===== config.mk =====
export PLATFORM = sky130hd
export DESIGN_NAME = riff_endianness_detector
export DESIGN_NICKNAME = d
export VERILOG_FILES = /design/src/rtl/red_pkg.sv /design/src/rtl/red_queue.sv /design/src/rtl/red_front.sv /design/src/rtl/red_back.sv /design/src/rtl/riff_endianness_detector.sv
export SDC_FILE = /design/constraint.sdc
export NUM_CORES = 2
export LEC_CHECK = 0
export ABC_AREA = 1
export BUFFER_PORTS_ARGS = -buffer_cell sky130_fd_sc_hd__buf_2
export CORE_UTILIZATION = 28
export DETAILED_ROUTE_END_ITERATION = 8
export HOLD_SLACK_MARGIN = 0.06
export PLACE_DENSITY = 0.44
export SLEW_MARGIN = 20
export SYNTH_ARGS = -nofsm -noshare
export SYNTH_HDL_FRONTEND = slang
export SYNTH_SLANG_ARGS = --single-unit

===== constraint.sdc =====
create_clock -name clock -period 11.4 [get_ports clock]
set_input_delay 2.28 -clock clock [delete_from_list [all_inputs] [get_ports clock]]
set_output_delay 2.28 -clock clock [all_outputs]
set_load 0.01 [all_outputs]

===== src/rtl/red_pkg.sv =====
// shared types, codes and constants of the riff endianness detector
package red_pkg;

   localparam int NAME_SLOTS   = 6;
   localparam int MATCH_W      = $clog2(NAME_SLOTS + 1);
   localparam int WINDOW_BYTES = 8;
   localparam int FLUSH_STEPS  = 4;
   localparam int STEP_W       = $clog2(FLUSH_STEPS + 1);
   localparam int QUEUE_DEPTH  = 4;
   localparam int QUEUE_AW     = $clog2(QUEUE_DEPTH);

   localparam logic [31:0] MARK_RIFF = 32'h52494646;
   localparam logic [31:0] MARK_RIFX = 32'h52494658;

   // register indexes
   localparam logic [2:0] CSR_FILE_SIZE  = 3'd0;
   localparam logic [2:0] CSR_NAME_COUNT = 3'd1;
   localparam logic [2:0] CSR_NAME_0     = 3'd2;

   // byte order codes
   localparam logic [1:0] ORDER_LITTLE  = 2'd0;
   localparam logic [1:0] ORDER_BIG     = 2'd1;
   localparam logic [1:0] ORDER_UNKNOWN = 2'd2;

   // decision source codes
   localparam logic [1:0] BY_HEADER = 2'd0;
   localparam logic [1:0] BY_MARKER = 2'd1;
   localparam logic [1:0] BY_VOTE   = 2'd2;

   typedef struct packed {
      logic [7:0] data_byte;
      logic       last_byte;
   } req_type;

   typedef struct packed {
      logic [1:0]  byte_order;
      logic [1:0]  decided_by;
      logic [31:0] little_votes;
      logic [31:0] big_votes;
   } rsp_type;

   typedef struct packed {
      logic [31:0]                  file_size;
      logic [2:0]                   name_count;
      logic [NAME_SLOTS-1:0][31:0]  names;
   } cfg_type;

   typedef struct packed {
      logic [1:0] byte_order;
      logic [1:0] decided_by;
   } dec_type;

   typedef struct packed {
      logic        final_job;
      logic        vote;
      logic [63:0] window;
      dec_type     dec;
   } job_type;

   typedef enum logic {
      FS_RUN,
      FS_FLUSH
   } front_state_type;

   function automatic logic [31:0] byte_swap(input logic [31:0] w);
      byte_swap = {w[7:0], w[15:8], w[23:16], w[31:24]};
   endfunction

endpackage


===== src/rtl/red_queue.sv =====
// job queue between the byte front end and the vote back end
module red_queue (
   input  logic              clock,
   input  logic              reset,
   input  logic              push,
   input  red_pkg::job_type  push_job,
   input  logic              pop,
   output red_pkg::job_type  head_job,
   output logic              full,
   output logic              empty
);

   red_pkg::job_type                  mem_ff [red_pkg::QUEUE_DEPTH];
   logic [red_pkg::QUEUE_AW-1:0]      wr_ptr_ff;
   logic [red_pkg::QUEUE_AW-1:0]      rd_ptr_ff;
   logic [red_pkg::QUEUE_AW:0]        count_ff;
   logic                              do_push;
   logic                              do_pop;

   assign full     = (count_ff == (red_pkg::QUEUE_AW + 1)'(red_pkg::QUEUE_DEPTH));
   assign empty    = (count_ff == '0);
   assign head_job = mem_ff[rd_ptr_ff];
   assign do_push  = push && !full;
   assign do_pop   = pop && !empty;

   always_ff @(posedge clock) begin
      if (reset) begin
         wr_ptr_ff <= '0;
         rd_ptr_ff <= '0;
         count_ff  <= '0;
      end else begin
         if (do_push) begin
            wr_ptr_ff <= wr_ptr_ff + 1'b1;
         end
         if (do_pop) begin
            rd_ptr_ff <= rd_ptr_ff + 1'b1;
         end
         if (do_push && !do_pop) begin
            count_ff <= count_ff + 1'b1;
         end else if (do_pop && !do_push) begin
            count_ff <= count_ff - 1'b1;
         end
      end
   end

   always_ff @(posedge clock) begin
      if (do_push) begin
         mem_ff[wr_ptr_ff] <= push_job;
      end
   end

endmodule


===== src/rtl/red_front.sv =====
// byte front end: window, header and marker tracking, vote job issue and flush
module red_front (
   input  logic              clock,
   input  logic              reset,
   input  logic              req_valid,
   output logic              req_ready,
   input  red_pkg::req_type  req_item,
   output logic              push,
   output red_pkg::job_type  push_job,
   input  logic              queue_full
);

   red_pkg::front_state_type     state_ff;
   red_pkg::front_state_type     state_in;
   logic [63:0]                  window_ff;
   logic [31:0]                  position_ff;
   logic [31:0]                  header_ff;
   logic                         riff_ff;
   logic                         rifx_ff;
   logic [red_pkg::STEP_W-1:0]   step_ff;

   logic [63:0]                  window_in;
   logic [31:0]                  low_word;
   logic                         accept;
   logic                         flush_go;
   logic                         flush_done;
   logic [63:0]                  flush_window;
   logic                         flush_vote;
   red_pkg::dec_type             dec;

   assign window_in  = {window_ff[55:0], req_item.data_byte};
   assign low_word   = window_in[31:0];
   assign accept     = req_valid && req_ready;
   assign flush_go   = (state_ff == red_pkg::FS_FLUSH) && !queue_full;
   assign flush_done = flush_go && (step_ff == red_pkg::STEP_W'(red_pkg::FLUSH_STEPS));
   assign flush_vote = ({1'b0, position_ff} + 33'(step_ff)) >= 33'(red_pkg::WINDOW_BYTES);

   // next state
   always_comb begin
      state_in = state_ff;
      case (state_ff)
         red_pkg::FS_RUN: begin
            if (accept && req_item.last_byte) begin
               state_in = red_pkg::FS_FLUSH;
            end
         end
         red_pkg::FS_FLUSH: begin
            if (flush_done) begin
               state_in = red_pkg::FS_RUN;
            end
         end
         default: state_in = red_pkg::FS_RUN;
      endcase
   end

   // window shifted past the end of the file, zero bytes move in
   always_comb begin
      case (step_ff)
         red_pkg::STEP_W'(1): flush_window = {window_ff[55:0], 8'h00};
         red_pkg::STEP_W'(2): flush_window = {window_ff[47:0], 16'h0000};
         red_pkg::STEP_W'(3): flush_window = {window_ff[39:0], 24'h000000};
         red_pkg::STEP_W'(4): flush_window = {window_ff[31:0], 32'h00000000};
         default:             flush_window = window_ff;
      endcase
   end

   // header and marker decision, taken from the settled stream state
   always_comb begin
      if (header_ff == red_pkg::MARK_RIFF) begin
         dec = '{byte_order: red_pkg::ORDER_LITTLE, decided_by: red_pkg::BY_HEADER};
      end else if (header_ff == red_pkg::MARK_RIFX) begin
         dec = '{byte_order: red_pkg::ORDER_BIG, decided_by: red_pkg::BY_HEADER};
      end else if (riff_ff && !rifx_ff) begin
         dec = '{byte_order: red_pkg::ORDER_LITTLE, decided_by: red_pkg::BY_MARKER};
      end else if (rifx_ff && !riff_ff) begin
         dec = '{byte_order: red_pkg::ORDER_BIG, decided_by: red_pkg::BY_MARKER};
      end else begin
         dec = '{byte_order: red_pkg::ORDER_UNKNOWN, decided_by: red_pkg::BY_VOTE};
      end
   end

   // outputs
   always_comb begin
      req_ready = 1'b0;
      push      = 1'b0;
      push_job  = '{final_job: 1'b0,
                    vote: (position_ff >= 32'(red_pkg::WINDOW_BYTES - 1)),
                    window: window_in,
                    dec: dec};
      case (state_ff)
         red_pkg::FS_RUN: begin
            req_ready = !queue_full;
            push      = accept;
         end
         red_pkg::FS_FLUSH: begin
            push     = flush_go;
            push_job = '{final_job: (step_ff == red_pkg::STEP_W'(red_pkg::FLUSH_STEPS)),
                         vote: flush_vote,
                         window: flush_window,
                         dec: dec};
         end
         default: begin
            req_ready = 1'b0;
            push      = 1'b0;
         end
      endcase
   end

   always_ff @(posedge clock) begin
      if (reset) begin
         state_ff <= red_pkg::FS_RUN;
      end else begin
         state_ff <= state_in;
      end
   end

   always_ff @(posedge clock) begin
      if (reset || flush_done) begin
         window_ff   <= '0;
         position_ff <= '0;
         header_ff   <= '0;
         riff_ff     <= 1'b0;
         rifx_ff     <= 1'b0;
         step_ff     <= '0;
      end else if (accept) begin
         window_ff <= window_in;
         if (position_ff != '1) begin
            position_ff <= position_ff + 32'd1;
         end
         if (position_ff == 32'd3) begin
            header_ff <= low_word;
         end
         if (position_ff >= 32'd3) begin
            if (low_word == red_pkg::MARK_RIFF) begin
               riff_ff <= 1'b1;
            end
            if (low_word == red_pkg::MARK_RIFX) begin
               rifx_ff <= 1'b1;
            end
         end
         step_ff <= red_pkg::STEP_W'(1);
      end else if (flush_go) begin
         step_ff <= step_ff + 1'b1;
      end
   end

endmodule


===== src/rtl/red_back.sv =====
// vote back end: name match, distance compare, saturating counters, result register
module red_back (
   input  logic              clock,
   input  logic              reset,
   input  red_pkg::cfg_type  cfg,
   input  red_pkg::job_type  head_job,
   input  logic              empty,
   output logic              pop,
   output logic              rsp_valid,
   input  logic              rsp_ready,
   output red_pkg::rsp_type  rsp_item
);

   logic                          adv;
   logic [2:0]                    active_count;
   logic [red_pkg::MATCH_W-1:0]   match_n;
   logic [31:0]                   half;

   // stage 1: name match and the two readings
   logic                          s1_valid_ff;
   logic                          s1_final_ff;
   red_pkg::dec_type              s1_dec_ff;
   logic [red_pkg::MATCH_W-1:0]   s1_matches_ff;
   logic [31:0]                   s1_le_ff;
   logic [31:0]                   s1_be_ff;
   // stage 2: distances to half the size
   logic                          s2_valid_ff;
   logic                          s2_final_ff;
   red_pkg::dec_type              s2_dec_ff;
   logic [red_pkg::MATCH_W-1:0]   s2_matches_ff;
   logic [31:0]                   s2_dle_ff;
   logic [31:0]                   s2_dbe_ff;
   // stage 3: which side gains
   logic                          s3_valid_ff;
   logic                          s3_final_ff;
   red_pkg::dec_type              s3_dec_ff;
   logic [red_pkg::MATCH_W-1:0]   s3_matches_ff;
   logic                          s3_lgain_ff;
   logic                          s3_bgain_ff;

   logic [31:0]                   little_ff;
   logic [31:0]                   big_ff;
   logic [31:0]                   little_in;
   logic [31:0]                   big_in;
   logic [32:0]                   little_sum;
   logic [32:0]                   big_sum;
   logic                          emit_ff;
   red_pkg::dec_type              dec_ff;
   logic                          rsp_valid_ff;
   red_pkg::rsp_type              rsp_item_ff;
   red_pkg::rsp_type              result;

   assign adv  = !emit_ff;
   assign pop  = adv && !empty;
   assign half = cfg.file_size >> 1;

   always_comb begin
      active_count = (cfg.name_count > 3'(red_pkg::NAME_SLOTS)) ?
                     3'(red_pkg::NAME_SLOTS) : cfg.name_count;
      match_n = '0;
      for (int i = 0; i < red_pkg::NAME_SLOTS; i++) begin
         if ((3'(i) < active_count) && (cfg.names[i] == head_job.window[63:32])) begin
            match_n = match_n + red_pkg::MATCH_W'(1);
         end
      end
   end

   assign little_sum = {1'b0, little_ff} + 33'(s3_lgain_ff ? s3_matches_ff : '0);
   assign big_sum    = {1'b0, big_ff} + 33'(s3_bgain_ff ? s3_matches_ff : '0);
   assign little_in  = little_sum[32] ? '1 : little_sum[31:0];
   assign big_in     = big_sum[32] ? '1 : big_sum[31:0];

   always_comb begin
      result.decided_by   = dec_ff.decided_by;
      result.little_votes = little_ff;
      result.big_votes    = big_ff;
      if (dec_ff.decided_by != red_pkg::BY_VOTE) begin
         result.byte_order = dec_ff.byte_order;
      end else if (little_ff > big_ff) begin
         result.byte_order = red_pkg::ORDER_LITTLE;
      end else if (big_ff > little_ff) begin
         result.byte_order = red_pkg::ORDER_BIG;
      end else begin
         result.byte_order = red_pkg::ORDER_UNKNOWN;
      end
   end

   always_ff @(posedge clock) begin
      if (reset) begin
         s1_valid_ff  <= 1'b0;
         s2_valid_ff  <= 1'b0;
         s3_valid_ff  <= 1'b0;
         little_ff    <= '0;
         big_ff       <= '0;
         emit_ff      <= 1'b0;
         rsp_valid_ff <= 1'b0;
      end else begin
         if (adv) begin
            if (rsp_valid_ff && rsp_ready) begin
               rsp_valid_ff <= 1'b0;
            end
            s1_valid_ff <= pop;
            s2_valid_ff <= s1_valid_ff;
            s3_valid_ff <= s2_valid_ff;
            if (s3_valid_ff) begin
               little_ff <= little_in;
               big_ff    <= big_in;
               if (s3_final_ff) begin
                  emit_ff <= 1'b1;
               end
            end
         end else if (!rsp_valid_ff || rsp_ready) begin
            rsp_valid_ff <= 1'b1;
            little_ff    <= '0;
            big_ff       <= '0;
            emit_ff      <= 1'b0;
         end
      end
   end

   always_ff @(posedge clock) begin
      if (adv) begin
         s1_final_ff   <= head_job.final_job;
         s1_dec_ff     <= head_job.dec;
         s1_matches_ff <= head_job.vote ? match_n : '0;
         s1_be_ff      <= head_job.window[31:0];
         s1_le_ff      <= red_pkg::byte_swap(head_job.window[31:0]);
         s2_final_ff   <= s1_final_ff;
         s2_dec_ff     <= s1_dec_ff;
         s2_matches_ff <= s1_matches_ff;
         s2_dle_ff     <= (half > s1_le_ff) ? (half - s1_le_ff) : (s1_le_ff - half);
         s2_dbe_ff     <= (half > s1_be_ff) ? (half - s1_be_ff) : (s1_be_ff - half);
         s3_final_ff   <= s2_final_ff;
         s3_dec_ff     <= s2_dec_ff;
         s3_matches_ff <= s2_matches_ff;
         s3_lgain_ff   <= s2_dbe_ff > s2_dle_ff;
         s3_bgain_ff   <= s2_dle_ff > s2_dbe_ff;
         if (s3_valid_ff && s3_final_ff) begin
            dec_ff <= s3_dec_ff;
         end
      end else if (!rsp_valid_ff || rsp_ready) begin
         rsp_item_ff <= result;
      end
   end

   assign rsp_valid = rsp_valid_ff;
   assign rsp_item  = rsp_item_ff;

endmodule


===== src/rtl/riff_endianness_detector.sv =====
// top level of the riff endianness detector: config registers, front, queue, back
// throughput: one byte item per cycle while the job queue is not full; each last byte
// is followed by four flush jobs, during which no byte item is taken
// result path: flush jobs, queue, three vote stages, counter update, result register
// reset: synchronous active-high reset clears config registers, stream state,
// vote counters, queue pointers, pipeline valid flags and result valid flag
module riff_endianness_detector (
   input  logic              clock,
   input  logic              reset,
   input  logic              req_valid,
   output logic              req_ready,
   input  red_pkg::req_type  req_item,
   output logic              rsp_valid,
   input  logic              rsp_ready,
   output red_pkg::rsp_type  rsp_item,
   input  logic              csr_write_en,
   input  logic [2:0]        csr_index,
   input  logic [31:0]       csr_wdata
);

   red_pkg::cfg_type   cfg_ff;
   logic               push;
   red_pkg::job_type   push_job;
   logic               pop;
   red_pkg::job_type   head_job;
   logic               queue_full;
   logic               queue_empty;

   // config registers; the user must write them only while idle, the block does not enforce it
   always_ff @(posedge clock) begin
      if (reset) begin
         cfg_ff <= '0;
      end else if (csr_write_en) begin
         if (csr_index == red_pkg::CSR_FILE_SIZE) begin
            cfg_ff.file_size <= csr_wdata;
         end
         if (csr_index == red_pkg::CSR_NAME_COUNT) begin
            cfg_ff.name_count <= csr_wdata[2:0];
         end
         for (int i = 0; i < red_pkg::NAME_SLOTS; i++) begin
            if (csr_index == (red_pkg::CSR_NAME_0 + 3'(i))) begin
               cfg_ff.names[i] <= csr_wdata;
            end
         end
      end
   end

   // front end: takes bytes, tracks header and markers, issues one vote job per
   // byte and four flush jobs after the last byte
   red_front u_front (
      .clock      (clock),
      .reset      (reset),
      .req_valid  (req_valid),
      .req_ready  (req_ready),
      .req_item   (req_item),
      .push       (push),
      .push_job   (push_job),
      .queue_full (queue_full)
   );

   // short job queue so either side can stall on its own
   red_queue u_queue (
      .clock    (clock),
      .reset    (reset),
      .push     (push),
      .push_job (push_job),
      .pop      (pop),
      .head_job (head_job),
      .full     (queue_full),
      .empty    (queue_empty)
   );

   // back end: matches names, compares distances to half size, counts votes,
   // and forms the result when the final job of a file arrives
   red_back u_back (
      .clock     (clock),
      .reset     (reset),
      .cfg       (cfg_ff),
      .head_job  (head_job),
      .empty     (queue_empty),
      .pop       (pop),
      .rsp_valid (rsp_valid),
      .rsp_ready (rsp_ready),
      .rsp_item  (rsp_item)
   );

   // no byte is taken while the job queue is full
   a_full_blocks: assert property (@(posedge clock) disable iff (reset)
      queue_full |-> !req_ready)
      else $error("byte item taken with job queue full");

   // a last byte starts the flush, which holds off the next byte
   a_flush_stall: assert property (@(posedge clock) disable iff (reset)
      (req_valid && req_ready && req_item.last_byte) |=> !req_ready)
      else $error("byte item taken during end-of-file flush");

   // header and marker decisions always name a byte order
   a_known_order: assert property (@(posedge clock) disable iff (reset)
      (rsp_valid && (rsp_item.decided_by != red_pkg::BY_VOTE))
         |-> (rsp_item.byte_order != red_pkg::ORDER_UNKNOWN))
      else $error("header or marker decision without byte order");

   // a little endian vote result carries more little votes
   a_vote_little: assert property (@(posedge clock) disable iff (reset)
      (rsp_valid && (rsp_item.decided_by == red_pkg::BY_VOTE)
         && (rsp_item.byte_order == red_pkg::ORDER_LITTLE))
         |-> (rsp_item.little_votes > rsp_item.big_votes))
      else $error("vote result disagrees with vote counts");

endmodule


# ---- Word-level counts from Yosys, hierarchy flattened
# Memory sizes are Yosys's and may differ from the RTL's. A register that Yosys moved wholly into a read port is not among the register bits.
# Index checks and enable logic that the tools add are counted.
dict set report op_classes {
  bitwise 2
  mux 47
  n_lt_le_gt_ge 16
  div 0
  addsub 18
  eq_ne 26
  multipliers 0
  shift 0
  n_reduce_logical 52
}
# op n
set ops {}
lappend ops {{$mux W32} 9}
lappend ops {{$pmux W64 S4} 1}
lappend ops {{$eq A32 B32 Y1} 6}
lappend ops {{$eq A32 B31 Y1 const B} 4}
lappend ops {{$gt A32 B32 Y1} 4}
lappend ops {{$mux W70} 1}
lappend ops {{$add A32 B33 Y33} 2}
lappend ops {{$gt A31 B32 Y1} 2}
lappend ops {{$sub A31 B32 Y32} 2}
lappend ops {{$sub A32 B31 Y32} 2}
lappend ops {{$add A32 B3 Y33} 1}
lappend ops {{$ge A33 B4 Y1 const B} 1}
lappend ops {{$add A32 B1 Y32 const B} 1}
lappend ops {{$eq A32 B2 Y1 const B} 1}
lappend ops {{$ge A32 B2 Y1 const B} 1}
lappend ops {{$ge A32 B3 Y1 const B} 1}
lappend ops {{$ne A32 B32 Y1 const B} 1}
lappend ops {{$mux W3} 10}
lappend ops {{$reduce_and A2 Y1} 14}
lappend ops {{$add A3 B1 Y3 const B} 7}
lappend ops {{$logic_and A1 B1 Y1} 19}
lappend ops {{$eq A3 B3 Y1 const B} 6}
lappend ops {{$mux W4} 4}
lappend ops {{$mux W1} 15}
lappend ops {{other kinds (18)} 46}
dict set report word_totals {
  word_cells 212
  latch_bits 0
  rom_bits 0
  out_inout_bits 70
  n_memories 1
  ram_bits 280
  register_bits 663
  inputBits 49
}
# name words word_bits rd rd_clocked_by_memory_dff write_ports line
set memory_table {}
lappend memory_table {u_queue.mem_ff 4 70 1 1 1 red_queue.sv:13} ;# red_pkg::job_type mem_ff [red_pkg::QUEUE_DEPTH];

# ---- Longest topological paths before layout
dict set report logic_depth {
  ltp_word 15
  ltp_mapped 37
  depth_no_buf 34
}

# ---- Hierarchy
# From an unflattened synthesis, not the netlist that was laid out.
dict set report hier_totals {
  hier_cells 6747
  area_unflattened_um2 52798.1
}
# mod n_inst cells_each seq_area_each_um2 area_each_um2
set by_module_without_submodules {}
lappend by_module_without_submodules {red_back 1 3431 7206.9 24024.3}
lappend by_module_without_submodules {red_queue 1 746 8588.2 11436.0}
lappend by_module_without_submodules {riff_endianness_detector 1 1279 4544.4 8972.4}
lappend by_module_without_submodules {red_front 1 1291 2682.6 8365.5}

# ---- Worst setup path after synthesis
# Ideal clock, no wire load.
dict set report synth_timing {
  path_type {in2reg}
  startpoint {in req_valid}
  endpoint {mem u_queue.mem_ff[0][0] (netlist bit) (enable)}
  setup_slack_ns 5.338
  path_buffers 0
  t_arrival_ns 5.565
  cell_stages 4
  required_ns 10.903
  setup_time_ns 0.497
  cell_sequence {nand2_1 > inv_1 > nor2_1 > nor2_1}
}
dict set report synth_via {
  elab_chain_len 5
}
# element line
set synth_rtl {}
lappend synth_rtl {{from (decl)} riff_endianness_detector.sv:10} ;# input logic req_valid,
lappend synth_rtl {{$logic_and A1 B1 Y1} red_front.sv:33} ;# assign accept = req_valid && req_ready;
lappend synth_rtl {{$pmux W1 S2} red_front.sv:90} ;# case (state_ff)
lappend synth_rtl {{$logic_and A1 B1 Y1} red_queue.sv:23} ;# assign do_push = push && !full;
lappend synth_rtl {{$mux W1} red_queue.sv:47} ;# if (do_push) begin
lappend synth_rtl {{$mux W1 (not written as such)} red_queue.sv:48} ;# mem_ff[wr_ptr_ff] <= push_job;
lappend synth_rtl {{to (decl)} red_queue.sv:13}
# No other way between the ends.

==> metrics.cfg <==
[pwr]
seqPwrFrac_pct=33.7
switchingPower_w=0.00570
vdd_drop_max_uv=126
comb_power_share_pct=40.0
internal-power_w=0.00764
powerDensity_mw_per_mm2=241
sw_frac_of_total_pct=42.7
p_leak_nw=21.4
p_clk_share_pct=26.3

[clock_tree]
htree_levels=3
clk_latency_ps=770
clock_path_buffers=3
root_buffer=clkbuf_16
path_clk_slew_ps=60
post_cts_buffers=0
cts_resized=0
numCtsBuffers=105
cts_num_sinks=904
cts_tree=yes
cts_hold_buf=0

[sta]
setup_violations=0
hold_ws_ps=418
max_slew.worst_pin.slew_ps=1180
relSlewSlack_pct=20.8
rsz0062_at_grt=no
hold_violations=0
fmax_mhz=164
fin_skew_ps=86.4
fin_crit_sh_pct=53.4
finalSetupTns_ps=0
slew_violations=0
fin_crit_ps=6090

[critical_path]
path_max_fanout=51
required_ps=11890
setup.worst_path.start_class=flip-flop
worst-path-buf-inv=8
slowest_stage=buf_4
worstSetupEndpointType=flip-flop
crit_family=simple AND/OR/NAND/NOR gates
slowest_delay_ps=620
crit_top_cell=nand2_1
crit_type=flip-flop to flip-flop
crit_arrival_ps=6590

[synthesis]
syn_inst=5950
ys_seq_elements=904
synth_top_area_share_pct=28.7
yosysTopAreaCell=edfxtp_1
syn_avg_cell_area_um2=8.20
syn_area_mm2=0.0488
synthTopCellsByArea=edfxtp_1 29%, dfxtp_1 18%, nand2_1 7.3%, o21ai_0 7.0%, nor2_1 5.9%
yosysSeqAreaShare_pct=46.7
async_flop_share_pct=0
synth_edf_count=466
yosysWarnings=0
synth_nets=6221
synth.distinct_cells=63
synth-main-ff-cell=edfxtp_1

[placed_design]
hpwl_mm=141
portBuffers=118
dpl.cell_count=8179
gp_routability_congestion=0.976

[finish]
finalNonFillerCells=8384
fin_util_pct=32.1
syn2layout_area_growth_pct=13.4
nNetsFinal=6249
drive_gt1_share_pct=7.36
nFillCells=18358

[drt]
totalWireLength_mm=189
drt_iter0_drc=3598
drc=0
vias=42330
wl_per_cell_um=22.5
viasPerCell=5.05
firstDrtPassIters=6
ant_nets=0

[floorplanning]
ios=119
fp-row-count=152
start_util_pct=28.3
core-area_mm2=0.172
die_y_um=419
die_w_um=419
die_area_mm2=0.176

[job]
max_cap_violations=0

[grt]
grt_antenna_before_repair=7
grt_pass1_vias=39796
grt_overflow=0
grt_max_degree=113
grt_pass1_wl_mm=273
grtUsageTotal_pct=20.9

[min_path]
hp-class=flip-flop to flip-flop

[outcome]
status=finished, final reports clean

==> path summary, 6_finish.rpt <==
kind	slack, ps	startpoint	depth (start not counted)	end
worst max-delay path	5310	flip-flop	30	u_back.s1_matches_ff[2]$_SDFFCE_PN0N_
worst min-delay path	420	u_back.s2_dec_ff[0]$_DFFE_PN_	0	u_back.s3_dec_ff[0]$_DFFE_PN_
worst max register to register	5310	flip-flop	30	u_back.s1_matches_ff[2]$_SDFFCE_PN0N_
worst min register to register	420	u_back.s2_dec_ff[0]$_DFFE_PN_	0	u_back.s3_dec_ff[0]$_DFFE_PN_
==> cells in the mapped netlist (20+ instances only) <==
| cell | number |
|---|---|
| a21oi_1 | 498 |
| xor2_1 | 145 |
| xnor2_1 | 83 |
| ha_1 | 214 |
| nand2_1 | 945 |
| clkbuf_1 | 184 |
| dfxtp_1 | 438 |
| inv_1 | 594 |
| nand4_1 | 68 |
| edfxtp_1 | 466 |
| nand2_2 | 24 |
| nand3b_1 | 29 |
| a221oi_1 | 41 |
| a211oi_1 | 44 |
| nor2_1 | 768 |
| nand3_1 | 208 |
| nor4_1 | 38 |
| or2_2 | 20 |
| o21ai_0 | 683 |
| o22ai_1 | 117 |
| nor3_1 | 83 |
==> placed cells by master, fill, tap and decap left out, drive strengths merged, types with 38 or more instances in the layout <==
| cell type | n |
|---|---|
| clkbuf | 144 |
| clkinv | 40 |
| inv | 611 |
| a21oi | 498 |
| edfxtp | 466 |
| nand4 | 68 |
| dfxtp | 438 |
| xnor2 | 83 |
| o21ai | 699 |
| o22ai | 117 |
| nand3 | 217 |
| a211oi | 44 |
| nand2 | 970 |
| a221oi | 41 |
| nor2 | 776 |
| nor4 | 38 |
| nor3 | 84 |
| xor2 | 146 |
| buf | 158 |
| ha | 214 |
==> stage by stage <==
step,instance area (µm²),power [W],setup WS (ps)
floorplan,48800,0.00771,5340
global placement,51600,0.00980,5150
detailed placement,51600,0.00980,5180
CTS,55300,0.0134,5190
global route,55300,0.0140,4910
finish,55300,0.0133,5310
==> per-layer routing <==
layer | part of all wire (%) | global-route usage (%) | wire length, µm
met1 | 47 | 29.4 | 88100
met2 | 44 | 32.5 | 82600
met3 | 5.7 | 2.71 | 10700
met4 | 4.0 | 7.92 | 7590
met5 | 0 | 0 | 0
==> final cells by class <==
class                           count  area, µm²  share of cell area [%]
Antenna cell                        3       7.51                  0.0136
Timing Repair Buffer              158        933                    1.69
Multi-Input combinational cell   4198      22800                    41.2
Clock inverter                     56        648                    1.17
Tap cell                         2310       2890                    5.22
Inverter                          611       2310                    4.17
Clock buffer                      144       3000                    5.43
Sequential cell                   904      22800                    41.2
==> state kept, by name (all words and copies together) (netlist names), 64 cells and up, named ones only <==
name	cells
u_queue.mem_ff	276
cfg_ff	226
u_back.rsp_item	68
u_front.window_ff	64
==> worst register-to-register path: cells and delay by family (launching register included) <==
| kind | cells | cell delay (ps) |
|---|---|---|
| AO/OA/AOI/OAI | 1 | 170 |
| adder cells (fa/ha/maj) | 4 | 1040 |
| buffers and inverters | 8 | 1390 |
| flip-flops | 1 | 480 |
| AND/OR/NAND/NOR | 17 | 2800 |
==> cell families (layout without fill, tap and decap cells) <==
| group | count (synthesis) | after routing | share of synthesized area [%] |
|---|---|---|---|
| adder cells (fa/ha/maj) | 222 | 222 | 5.82 |
| flip-flops | 904 | 904 | 46.7 |
| other | 0 | 3 | 0 |
| AND/OR/NAND/NOR | 2221 | 2221 | 19.2 |
| buffers and inverters | 848 | 969 | 6.81 |
| multiplexers | 30 | 30 | 0.664 |
| XOR/XNOR | 229 | 229 | 4.13 |
| AO/OA/AOI/OAI | 1496 | 1496 | 16.8 |
==> power groups by stage <==
stage	combinational [W]	clock [W]	sequential (W)
after CTS	0.00525	0.00360	0.00450
final	0.00533	0.00351	0.00449
after global placement	0.00523	0	0.00457
after floorplan	0.00339	0	0.00432
after detailed placement	0.00524	0	0.00456
after global routing	0.00578	0.00373	0.00453
Note: power is estimated with default switching activity, not from simulation.
